**src/rtl/csem_pkg.sv**
```systemverilog
`timescale 1ns / 1ps
// package for the counting semaphore with fifo wait queue
// holds queue sizing, request/result structs and codes; no dependencies

package csem_pkg;

  // queue sizing
  localparam int QUEUE_DEPTH  = 32;
  localparam int TASK_ID_BITS = 8;

  // stored id width, never wider than the task_id field
  localparam int ID_W   = (TASK_ID_BITS < 8) ? TASK_ID_BITS : 8;
  localparam int HEAD_W = (QUEUE_DEPTH > 1) ? $clog2(QUEUE_DEPTH) : 1;
  localparam int FILL_W = $clog2(QUEUE_DEPTH + 1);
  localparam int SUM_W  = FILL_W + 1;

  // count limits
  localparam logic signed [15:0] COUNT_MAX = 16'sh7fff;
  localparam logic signed [15:0] COUNT_MIN = 16'sh8000;

  // action codes
  localparam logic ACT_DOWN = 1'b0;
  localparam logic ACT_UP   = 1'b1;

  // error codes
  localparam logic [1:0] ERR_NONE    = 2'd0;
  localparam logic [1:0] ERR_REFUSED = 2'd1;
  localparam logic [1:0] ERR_SAT     = 2'd2;

  // one request
  typedef struct packed {
    logic       action;
    logic [7:0] task_id;
  } in_req_t;

  // one result
  typedef struct packed {
    logic               blocked;
    logic               woken_valid;
    logic [7:0]         woken_task;
    logic signed [15:0] count_now;
    logic [1:0]         error;
  } out_res_t;

endpackage

```
**src/rtl/counting_semaphore_fifo_wait_queue.sv**
```systemverilog
`timescale 1ns / 1ps
// counting semaphore with a fifo wait queue held in a ring memory
// depends on csem_pkg

// Takes one down/up request per cycle while out_ready is high. A request is
// accepted, its count and queue pointers are updated at once, and its result
// is loaded into the read stage register at the accepting edge and from there
// into the output register, which raises out_valid. The accepting edge also
// performs the synchronous read of the wait queue memory at the head (used when
// an up wakes a waiter). While the output is held, one more request can wait
// behind it, and then in_ready drops. The count, head and fill live in flip-flops;
// only the queue of waiting task ids lives in the memory, written at the tail
// by a blocking down and read at the head by a waking up. A write of
// initial_count reloads the count and empties the queue; it must come while
// no request is in flight. There is no clearing pass after reset.
module counting_semaphore_fifo_wait_queue (
  input  logic               clk,
  input  logic               rst_n,
  input  logic               cfg_we,
  input  logic [14:0]        cfg_wdata,
  input  logic               in_valid,
  output logic               in_ready,
  input  csem_pkg::in_req_t  in_data,
  output logic               out_valid,
  input  logic               out_ready,
  output csem_pkg::out_res_t out_data
);
  import csem_pkg::*;

  logic [ID_W-1:0]    mem [QUEUE_DEPTH];
  logic [ID_W-1:0]    rd_data_r;

  logic signed [15:0] count_r, count_nxt;
  logic [HEAD_W-1:0]  head_r, head_nxt;
  logic [FILL_W-1:0]  fill_r, fill_nxt;

  logic               s1_valid_r;
  out_res_t           s1_res_r, s1_res_nxt;
  logic               out_valid_r;
  out_res_t           out_res_r, out_res_nxt;

  logic               s1_adv;
  logic               in_acc;
  logic               wr_en;
  logic               rd_en;
  logic [SUM_W-1:0]   tail_sum;
  logic [HEAD_W-1:0]  tail_idx;
  logic [HEAD_W-1:0]  head_inc;
  logic signed [15:0] count_dec;
  logic signed [15:0] count_inc;

  // handshake
  assign s1_adv   = !out_valid_r || out_ready;
  assign in_ready = !s1_valid_r || s1_adv;
  assign in_acc   = in_valid && in_ready;

  // ring positions
  assign tail_sum = SUM_W'(head_r) + SUM_W'(fill_r);
  assign tail_idx = (tail_sum >= SUM_W'(QUEUE_DEPTH)) ?
                    HEAD_W'(tail_sum - SUM_W'(QUEUE_DEPTH)) : HEAD_W'(tail_sum);
  assign head_inc = (32'(head_r) == QUEUE_DEPTH - 1) ? '0 : head_r + HEAD_W'(1);

  assign count_dec = count_r - 16'sd1;
  assign count_inc = count_r + 16'sd1;

  // request decision
  always_comb begin
    count_nxt  = count_r;
    head_nxt   = head_r;
    fill_nxt   = fill_r;
    wr_en      = 1'b0;
    rd_en      = 1'b0;
    s1_res_nxt = '0;
    if (in_data.action == ACT_DOWN) begin
      if (count_r <= 16'sd0 &&
          (32'(fill_r) >= QUEUE_DEPTH || count_r == COUNT_MIN)) begin
        s1_res_nxt.error = ERR_REFUSED;
      end else begin
        count_nxt = count_dec;
        if (count_dec < 16'sd0) begin
          wr_en              = in_acc;
          fill_nxt           = fill_r + FILL_W'(1);
          s1_res_nxt.blocked = 1'b1;
        end
      end
    end else begin
      if (count_r == COUNT_MAX) begin
        s1_res_nxt.error = ERR_SAT;
      end else begin
        count_nxt = count_inc;
        if (count_inc <= 16'sd0 && fill_r != '0) begin
          rd_en                  = in_acc;
          head_nxt               = head_inc;
          fill_nxt               = fill_r - FILL_W'(1);
          s1_res_nxt.woken_valid = 1'b1;
        end
      end
    end
    s1_res_nxt.count_now = count_nxt;
  end

  // wait queue memory
  always_ff @(posedge clk) begin
    if (wr_en) begin
      mem[tail_idx] <= in_data.task_id[ID_W-1:0];
    end
    if (rd_en) begin
      rd_data_r <= mem[head_r];
    end
  end

  // semaphore state
  always_ff @(posedge clk) begin
    if (!rst_n) begin
      count_r <= 16'sd1;
      head_r  <= '0;
      fill_r  <= '0;
    end else if (cfg_we) begin
      count_r <= signed'({1'b0, cfg_wdata});
      head_r  <= '0;
      fill_r  <= '0;
    end else if (in_acc) begin
      count_r <= count_nxt;
      head_r  <= head_nxt;
      fill_r  <= fill_nxt;
    end
  end

  // read stage
  always_ff @(posedge clk) begin
    if (!rst_n) begin
      s1_valid_r <= 1'b0;
    end else if (in_ready) begin
      s1_valid_r <= in_valid;
    end
  end

  always_ff @(posedge clk) begin
    if (in_acc) begin
      s1_res_r <= s1_res_nxt;
    end
  end

  // result with the woken id filled in
  always_comb begin
    out_res_nxt            = s1_res_r;
    out_res_nxt.woken_task = s1_res_r.woken_valid ? 8'(rd_data_r) : 8'd0;
  end

  // output register
  always_ff @(posedge clk) begin
    if (!rst_n) begin
      out_valid_r <= 1'b0;
    end else if (s1_adv) begin
      out_valid_r <= s1_valid_r;
    end
  end

  always_ff @(posedge clk) begin
    if (s1_adv && s1_valid_r) begin
      out_res_r <= out_res_nxt;
    end
  end

  assign out_valid = out_valid_r;
  assign out_data  = out_res_r;

endmodule
```
**config.mk**
```make
export PLATFORM = sky130hd
export DESIGN_NAME = counting_semaphore_fifo_wait_queue
export DESIGN_NICKNAME = d
export VERILOG_FILES = /design/src/rtl/csem_pkg.sv /design/src/rtl/counting_semaphore_fifo_wait_queue.sv
export SDC_FILE = /design/constraint.sdc
export NUM_CORES = 1
export LEC_CHECK = 0
export CELL_PAD_IN_SITES_DETAIL_PLACEMENT = 0
export CELL_PAD_IN_SITES_GLOBAL_PLACEMENT = 1
export CORE_AREA = 2 2 183 185
export DETAILED_ROUTE_END_ITERATION = 16
export DIE_AREA = 0 0 185 187
export DONT_BUFFER_PORTS = 1
export HOLD_SLACK_MARGIN = 0.08
export PLACE_DENSITY = 0.66
export SYNTH_ARGS = -nofsm -noshare
export SYNTH_HDL_FRONTEND = slang
export SYNTH_SLANG_ARGS = --single-unit
```
**constraint.sdc**
```tcl
create_clock -name clk -period 4.95 [get_ports clk]
set_clock_uncertainty 0.1 [all_clocks]
set_input_delay 1.485 -clock clk [delete_from_list [all_inputs] [get_ports clk]]
set_output_delay 1.485 -clock clk [all_outputs]
set_load 0.005 [all_outputs]
```
==> results of run 1 <==
layout by cell type, fill, tap and decap left out, types with 6 or more instances in the layout:
cell type	n
clkbuf_1	9
and3_1	8
clkinv_2	7
o221ai_1	6
buf_4	11
mux2_2	12
nor2_1	64
a31oi_1	7
nand2_1	37
mux4_2	80
nand3_1	27
clkbuf_16	38
clkinv_1	6
xnor2_1	12
inv_1	18
o21ai_0	29
ha_1	12
nor3_1	11
nand4_1	8
dfxtp_1	27
edfxtp_1	312
and2_1	14
nand3b_1	6
a21oi_1	49
final cells by class:
class / instances / area, um^2
multi-input combinational: 482 / 4340
sequential: 341 / 9950
fill: 2737 / 16600
inverter: 18 / 67.6
timing repair buffer: 11 / 82.6
clock inverter: 23 / 280
tap: 448 / 561
clock buffer: 47 / 985
cells by family after synthesis:
kind of cell	count (synthesis)
muxes	93
and+or+nand+nor	205
xor gates and xnor gates	17
buffers and inverters	70
adders and majority gates	14
DFF	341
AOI/OAI and AO/OA	153
where the power goes:
group          internal, mW  leakage (nW)  switching (mW)
sequential             3.18          3.08          0.0377
combinational        0.0633          1.38           0.108
clock                  1.70         0.617            1.14
through the flow:
stage / cell area, um^2 / util / hold slack, ps / setup WS, ps / cells
2_1_floorplan: 14600 / - / 300 / 1580 / 893
6_report: 16300 / 0.495 / 318 / 900 / 1370
3_3_place_gp: 15000 / 0.456 / 301 / 919 / 1300
5_1_grt: 16300 / 0.495 / 326 / 499 / 1370
4_1_cts: 16300 / 0.495 / 320 / 895 / 1370
3_5_place_dp: 15000 / 0.456 / 306 / 911 / 1300
state kept, by name (all words and copies together) (netlist names):
signal / cells
s1_valid_r: 1
mem: 256
rd_data_r: 8
out_res_nxt: 20
count_r: 16
out_valid: 1
fill_r: 6
out_data: 28
head_r: 5
metal layers:
layer / vias up / routed length (um) / track usage / share of wire
met5: - / 18 / 0 / 0.00053
met4: 2 / 761 / 0.0589 / 0.022
met3: 52 / 2050 / 0.0389 / 0.060
met2: 281 / 16500 / 0.323 / 0.48
met1: 4139 / 14900 / 0.280 / 0.43
li1: 3589 / - / - / -
final timing paths:
check                                 start                     end  slack [ps]  cells after the start
setup / recovery   count_r[12]$_SDFFE_PN0P_    mem[27][2]$_DFFE_PP_         900                      7
hold / removal    out_res_nxt[14]$_DFFE_PP_  out_data[14]$_DFFE_PP_         320                      0
setup reg to reg   count_r[12]$_SDFFE_PN0P_    mem[27][2]$_DFFE_PP_         900                      7
hold reg to reg   out_res_nxt[14]$_DFFE_PP_  out_data[14]$_DFFE_PP_         320                      0
==> summary.txt, run 1 <==
Clock network
  – Root Buffer: clkbuf_16
  – Max H-tree Level: 2
  – CTS buffer count: 38
  – Clk buf depth: 3
  – Worst skew pair latency: 530 ps
  – Post-CTS sizing: 0
  – TritonCTS clock tree: done
  – CTS Sinks: 341
  – Postcts setup bufs: 0
  – Hold buffers post-CTS: 0
  – Clk slew on worst S/H paths: 60 ps

Timing
  – Setup TNS: 0 ps
  – Worst-Margin Slew: 1000 ps
  – Slew margin rel.: 0.332
  – RSZ-0062 raised after global routing: false
  – Final setup fails: 0
  – Period Utilization, post-route: 0.818
  – Period minus WS final: 4050 ps
  – Fmax: approximately 0.25 GHz
  – Fin. max-slew vios: 0
  – Fin. Hold Viols: 0

Power and ir drop
  – P per Cell Area: between 300 and 400 nW/um^2
  – Final Total Pwr: just over 6 mW
  – LEAKAGE: between 5 and 6 nW
  – Maximum vdd ir drop: 0.299 mV

Critical path
  – Critical path arrival: between 4000 and 5000 ps
  – Buf/Inv on CP: 0
  – Most frequent CP cell: nand3_1
  – CP required: ~5000 ps
  – CP endpoint kind: register
  – WS Path Type: reg2reg
  – Max incr delay on CP: 670 ps
  – Delay-heaviest family, CP: simple AND/OR/NAND/NOR gates
  – CP max stage cell: nor2_1
  – Critical Path Fanout Max: 15
  – Crit path launch type: register
  – Critical-path cell list: nor3_1, and4_1, and2_0, nand3_1, a21oi_1, nand3_1, nor2_1

Synthesis
  – Synth Area in Compound Gates: 0.0699
  – Most common cell in the netlist: edfxtp_1
  – Asr flop ratio synth: 0
  – Post-synthesis mux area share: 0.134
  – Yosys warns: 0
  – Adder-Cell Fraction of Synth Area: 0.0131
  – Register area share after synthesis: 0.683
  – Mapped Area: around 15000 um^2
  – Post-synth top area share: 0.643
  – Main combinational cell family by area after synthesis: multiplexers
  – Area leader, netlist: edfxtp_1
  – #FFs+latches synth: ~340
  – Syn Nets: about 940
  – Synthesized area per cell: 16.3 um^2
  – Synth Flop Type: edfxtp_1
  – Synth top area cells: edfxtp_1, mux4_2, dfxtp_1
  – Xor/xnor share of the synthesized area: 0.0102
  – EDFF count, synth: 312
  – Synth cell types: 65
  – Synth top cells by count: edfxtp_1, mux4_2, nor2_1
  – Mapped Cells: ~900
  – Post-synthesis simple-gate area fraction: 0.0707

Detailed routing
  – Post-DRT Antenna Nets: 0
  – Via count: slightly above 8000
  – Vias/cell: 5.89
  – Wire length per cell: approximately 25 um
  – DRC: 0
  – TritonRoute pass-1 iters: 6
  – Final wirelength: 34300 um
  – Initial DRC count: ~850

Global route
  – Initial antenna violation count: 1
  – First-pass GRT wire length: between 50000 and 60000 um
  – GRT overflow: 0
  – Vias in the first global route: 8088
  – Total Routing Usage GR: 0.201
  – Pin count of the biggest net entering global routing: between 60 and 70

Placement
  – Input/output buffers: 0
  – Dpl hpwl: approximately 22000 um
  – GPL Wtd Cong: 0.813

Cells and area
  – N_diodes: 0
  – Final nets: 935
  – Layout cell share with drive strength beyond 1: 0.188
  – Area Growth Syn to Fin: 11.7%

Status
  – Status: finished, final reports clean

Floorplan
  – Placeable Area: between 30000 and 40000 um^2
  – Die Width: about 190 um
  – IO Pins: between 50 and 60
  – Die area: approximately 35000 um^2
  – Die height: ~190 um
  – Num rows: 67
  – Starting Density: 0.443

Worst hold path
  – Hold Crit Class: reg2reg

Flow run
  – Max Cap Viol: 0
(Power assumes the default switching activity.)
==> run 2, diff against run 1 <==
PLACE_DENSITY = 0.69   (was 0.66)
clock period = 3.66 ns   (was 4.95 ns; I/O delays follow)
==> run 2 against run 1 <==
- clock-buffer cell count is 4 lower
- cell area is 2.4% higher
- clock power is 33% higher
- flip-flop and latch count stayed put
- sequential share of layout area is 1.5 points lower
==> summary.txt, run 2 (synthesis results as in run 1) <==
Detailed routing
  – TritonRoute pass-1 iters: 5 (-1)
  – Via count: 8265 (+2.5%)
  – Post-DRT Antenna Nets: 0 (unchanged)
  – Final wirelength: 33900 um (-1.1%)
  – Vias/cell: 5.81 (-1.2%)
  – Wire length per cell: 23.8 um (-4.7%)
  – Initial DRC count: 759 (-10%)
  – DRC: 0 (unchanged)

Global route
  – GRT overflow: 0 (unchanged)
  – Initial antenna violation count: 0 (-1)
  – Vias in the first global route: 8150 (+0.77%)
  – Total Routing Usage GR: 0.201 (-0.000322)
  – Pin count of the biggest net entering global routing: 70 (+1.4%)
  – First-pass GRT wire length: 51200 um (-0.52%)

Cells and area
  – Fillers: 2693 (-1.6%)
  – Commonest non-fill, non-tap cell in the layout: edfxtp_1
  – Reg with most FFs: mem
  – Design area: 16700 um^2 (+2.4%)
  – Area Growth Syn to Fin: 14.4%
  – Max reg flops: 256 (unchanged)
  – Most frequent cells in the layout: edfxtp_1, mux4_2, nor2_1
  – Final nets: 987 (+5.6%)
  – N_diodes: 0 (unchanged)
  – Layout cell share with drive strength beyond 1: 0.231 (+0.0434)
  – Final Non-Filler Cells: 1422 (+3.8%)

Power and ir drop
  – Int Pwr: 6.64 mW (+34%)
  – P per Cell Area: 502 nW/um^2 (+31%)
  – LEAKAGE: 5.34 nW (+5.1%)
  – Gate power share: 0.030 (+0.002)
  – Psw: 1.72 mW (+34%)
  – Maximum vdd ir drop: 0.374 mV (+25%)
  – Switching power share of the total: 0.206 (about the same)
  – Sequential power share: 0.521 (+0.004)
  – Clk pwr share: 0.449 (-0.006)

Timing
  – Slew margin rel.: 0.434 (+0.102)
  – Fin. Hold Viols: 0 (unchanged)
  – Final setup fails: 0 (unchanged)
  – Fin. max-slew vios: 0 (unchanged)
  – Period minus WS final: 3230 ps (-820 ps)
  – WHS: 316 ps (-2.09 ps)
  – Fmax: 0.310 GHz (+25%)
  – Worst-Margin Slew: 848 ps (-155 ps)
  – Setup TNS: 0 ps (unchanged)
  – Period Utilization, post-route: 0.882 (+0.0644)
  – RSZ-0062 raised after global routing: false

Critical path
  – Critical path arrival: 3340 ps (-760 ps)
  – CP endpoint kind: register
  – CP max stage cell: dfxtp_1
  – Reg2reg path depth: 8 (+1)
  – Critical-path cell list: ha_1, nand4_2, or3_1, mux2i_1, a32oi_1, o31ai_2, nand2_1, inv_1
  – Crit path launch type: register
  – CP required: 3770 ps (-1230 ps)
  – WS Path Type: reg2reg
  – Critical Path Fanout Max: 10 (-5)
  – Max incr delay on CP: 540 ps (-130 ps)

Clock network
  – Clk slew on worst S/H paths: 60 ps (about the same)
  – Worst skew pair latency: 540 ps (about the same)
  – Max H-tree Level: 2 (unchanged)
  – TritonCTS clock tree: done
  – CTS Sinks: 341 (unchanged)
  – CTS buffer count: 38 (unchanged)
  – Clk buf depth: 3 (unchanged)
  – Root Buffer: clkbuf_16
  – Postcts setup bufs: 0 (unchanged)

Floorplan
  – Die Width: 185 um (unchanged)
  – Starting Density: 0.443 (unchanged)
  – Placeable Area: 32900 um^2 (unchanged)
  – Die area: 34600 um^2 (unchanged)
  – IO Pins: 59 (unchanged)
  – Num rows: 67 (unchanged)
  – Die height: 187 um (unchanged)

Placement
  – Input/output buffers: 0 (unchanged)
  – Placed cell areas: 15400 um^2 (+2.8%)
  – GPL Wtd Cong: 0.837 (+2.9%)
  – Dpl hpwl: 22000 um (-0.64%)
  – Placed insts: 1352 (+4.0%)

Worst hold path
  – Hold Crit Class: reg2reg
  – Hold path depth: 0 (unchanged)

Flow run
  – Max Cap Viol: 0 (unchanged)

Status
  – Status: finished, final reports clean
run 2: timing repair:
action,in CTS,in global routing
hold buffers,0,0
setup endpoints to repair,0,8
resized for setup,0,1
run 2: worst max-delay path, delay by kind of cell (launching register included):
family	cells	cell delay (ps)
and+or+nand+nor	3	840
buffers and inverters	1	260
AOI/OAI and AO/OA	2	580
DFF	1	540
muxes	1	190
adders and majority gates	1	390
run 2: power by group through the flow:
stage	combinational, mW	clock [mW]	sequential, mW
after floorplan	0.204	0	4.41
after global placement	0.243	0	4.44
after detailed placement	0.245	0	4.44
after CTS	0.246	3.85	4.36
after global routing	0.274	3.99	4.36
final	0.248	3.76	4.36
run 2: area by class of cell:
cell class                      count  area, um^2  area share
Sequential cell                   341        9950       0.597
Multi-Input combinational cell    482        4340       0.260
Clock buffer                       43         991      0.0595
Tap cell                          448         561      0.0336
Timing Repair Buffer               63         498      0.0299
Clock inverter                     27         250      0.0150
Inverter                           18        67.6     0.00405
run 2: layer usage:
layer,part of all wire,track usage
met1,0.44,0.285
met2,0.48,0.318
met3,0.054,0.0335
met4,0.025,0.0635
met5,0,0
run 2: worst paths after layout:
path | from | slack [ps] | endpoint
min reg2reg | out_res_nxt[17]$_DFFE_PP_ | 320 | out_data[17]$_DFFE_PP_
min | out_res_nxt[17]$_DFFE_PP_ | 320 | out_data[17]$_DFFE_PP_
max reg2reg | count_r[0]$_SDFFE_PN1P_ | 430 | rd_data_r[0]$_DFFE_PP_
max | count_r[0]$_SDFFE_PN1P_ | 430 | rd_data_r[0]$_DFFE_PP_
run 2: metrics by stage:
stage / power, mW / setup slack (ps) / util
final: 8.36 / 430 / 0.507
after global routing: 8.63 / 186 / 0.507
after CTS: 8.46 / 287 / 0.507
after detailed placement: 4.68 / 306 / 0.469
after global placement: 4.68 / 315 / 0.469
after floorplan: 4.61 / 703 / -
==> run 3, diff against run 2 <==
CELL_PAD_IN_SITES_DETAIL_PLACEMENT = default   (was 0)
CELL_PAD_IN_SITES_GLOBAL_PLACEMENT = default   (was 1)
PLACE_DENSITY = 0.61   (was 0.69)
==> run 3 against run 2 <==
- clock-buffer cell count rose by 5
- critical path depth unchanged
- core utilization shrank 0.28 points
- flip-flop and latch count did not move
- register-to-register slack gained 50 ps
- sequential power about the same
- critical endpoint is now rd_data_r[5]$_DFFE_PP_
- largest cell class unchanged
==> summary.txt, run 3 (synthesis results as in run 1) <==
Timing
  – Fin. max-slew vios: 0 (unchanged)
  – Final setup fails: 0 (unchanged)
  – WHS: 317 ps (+1.49 ps)
  – Worst-Margin Slew: 833 ps (-15.0 ps)
  – Fin. Hold Viols: 0 (unchanged)
  – Period Utilization, post-route: 0.869 (-0.0133)
  – Final WS setup: 479 ps (+48.5 ps)
  – Setup TNS: 0 ps (unchanged)
  – Period minus WS final: 3180 ps (-48.5 ps)
  – Slew margin rel.: 0.443 (+0.00908)
  – RSZ-0062 raised after global routing: false
  – Fmax: 0.314 GHz (+1.5%)

Floorplan
  – IO Pins: 59 (unchanged)
  – Die Width: 185 um (unchanged)
  – Die height: 187 um (unchanged)
  – Placeable Area: 32900 um^2 (unchanged)
  – Starting Density: 0.443 (unchanged)
  – Die area: 34600 um^2 (unchanged)
  – Num rows: 67 (unchanged)

Clock network
  – Clk slew on worst S/H paths: 60 ps (about the same)
  – Post-CTS sizing: 0 (unchanged)
  – Worst skew pair latency: 530 ps (about the same)
  – Hold buffers post-CTS: 0 (unchanged)
  – Clk buf depth: 3 (unchanged)
  – Postcts setup bufs: 0 (unchanged)
  – CTS buffer count: 37 (-2.6%)
  – Max H-tree Level: 2 (unchanged)
  – TritonCTS clock tree: done
  – CTS Sinks: 341 (unchanged)
  – Root Buffer: clkbuf_16

Critical path
  – Crit path launch type: register
  – Critical path arrival: 3270 ps (-70 ps)
  – Critical Path Fanout Max: 10 (unchanged)
  – CP endpoint kind: register
  – CP required: 3750 ps (-20 ps)
  – WS Path Type: reg2reg

Cells and area
  – Final Core Density: 0.504 (-0.00278)
  – Layout cell share with drive strength beyond 1: 0.229 (-0.00167)
  – Area Growth Syn to Fin: 13.8%
  – Reg with most FFs: mem
  – Max reg flops: 256 (unchanged)
  – Fillers: 2712 (+0.71%)
  – N_diodes: 0 (unchanged)
  – Most frequent cells in the layout: edfxtp_1, mux4_2, nor2_1
  – Design area: 16600 um^2 (-0.55%)
  – Final nets: 982 (-0.51%)
  – Final Non-Filler Cells: 1416 (-0.42%)
  – Commonest non-fill, non-tap cell in the layout: edfxtp_1

Detailed routing
  – TritonRoute pass-1 iters: 8 (+3)
  – Initial DRC count: 772 (+1.7%)
  – Final wirelength: 32800 um (-3.2%)
  – DRC: 0 (unchanged)
  – Vias/cell: 5.81 (about the same)
  – Via count: 8233 (-0.39%)
  – Wire length per cell: 23.2 um (-2.8%)
  – Post-DRT Antenna Nets: 0 (unchanged)

Worst hold path
  – Hold Crit Class: reg2reg

Power and ir drop
  – Maximum vdd ir drop: 0.356 mV (-4.9%)
  – LEAKAGE: 5.31 nW (-0.60%)
  – Final Total Pwr: 8.27 mW (-1.1%)
  – P per Cell Area: 499 nW/um^2 (-0.56%)
  – Int Pwr: 6.58 mW (-0.97%)
  – Sequential power share: 0.527 (+0.006)
  – Psw: 1.69 mW (-1.6%)
  – Clk pwr share: 0.444 (-0.005)
  – Switching power share of the total: 0.205 (-0.00110)
  – Gate power share: 0.029 (about the same)

Global route
  – M3 GR Usage: 0.0349 (+0.00136)
  – Initial antenna violation count: 0 (unchanged)
  – M1 GR Usage: 0.286 (+0.000878)
  – GR peak layer: met2
  – Pin count of the biggest net entering global routing: 49 (-30%)
  – Grt met2 use: 0.305 (-0.0137)
  – First-pass GRT wire length: 50300 um (-1.7%)
  – GRT overflow: 0 (unchanged)
  – Vias in the first global route: 7997 (-1.9%)
  – Total Routing Usage GR: 0.194 (-0.00639)

Placement
  – Dpl hpwl: 21300 um (-3.1%)
  – Placed cell areas: 15400 um^2 (-0.36%)
  – Input/output buffers: 0 (unchanged)
  – GPL Wtd Cong: 0.843 (+0.76%)
  – Placed insts: 1348 (-0.30%)
  – Post-place setup slack: 527 ps (+222 ps)

Flow run
  – Max Cap Viol: 0 (unchanged)

Status
  – Status: finished, final reports clean
==> run 3: cell types whose count changed in the layout (fill, tap and decap cells not counted), sizes merged <==
cell	change
clkbuf	+5
buf	-4
clkinv	-4
bufinv	-1
clkinvlp	-1
inv	-1
==> run 3: worst paths after layout <==
check | startpoint | endpoint | slack, ps | cells after the start
min | out_res_nxt[12]$_DFFE_PP_ | out_data[12]$_DFFE_PP_ | 320 | 0
max | count_r[0]$_SDFFE_PN1P_ | rd_data_r[5]$_DFFE_PP_ | 480 | 8
max reg2reg | count_r[0]$_SDFFE_PN1P_ | rd_data_r[5]$_DFFE_PP_ | 480 | 8
min reg2reg | out_res_nxt[12]$_DFFE_PP_ | out_data[12]$_DFFE_PP_ | 320 | 0
==> run 3: power by group through the flow <==
stage               combinational [mW]  clock [mW]  sequential (mW)
floorplan                        0.204           0             4.41
global placement                 0.238           0             4.44
detailed placement               0.240           0             4.44
CTS                              0.241        3.74             4.36
global route                     0.269        3.89             4.36
finish                           0.241        3.67             4.35
==> run 3: final cells by class <==
type | count | area [um^2] | share of cell area
Clock buffer | 48 | 1010 | 0.0609
Clock inverter | 20 | 201 | 0.0122
Timing Repair Buffer | 59 | 443 | 0.0267
Tap cell | 448 | 561 | 0.0338
Inverter | 18 | 67.6 | 0.00408
Sequential cell | 341 | 9950 | 0.601
Multi-Input combinational cell | 482 | 4340 | 0.262
==> run 3: per-layer routing <==
layer / wire (um) / vias to the layer above
met2: 15600 / 265
met4: 413 / 0
met3: 1910 / 30
li1: - / 3701
met5: 0 / -
met1: 14800 / 4237
==> run 3: worst max-delay path, stage by stage, from the launching register on <==
cell and delay [ps]:
dfxtp_1 520, ha_1 360, nand4_2 210, or3_1 520, mux2i_1 190, a32oi_1 130
o31ai_1 340, nand2_1 180, inv_1 290
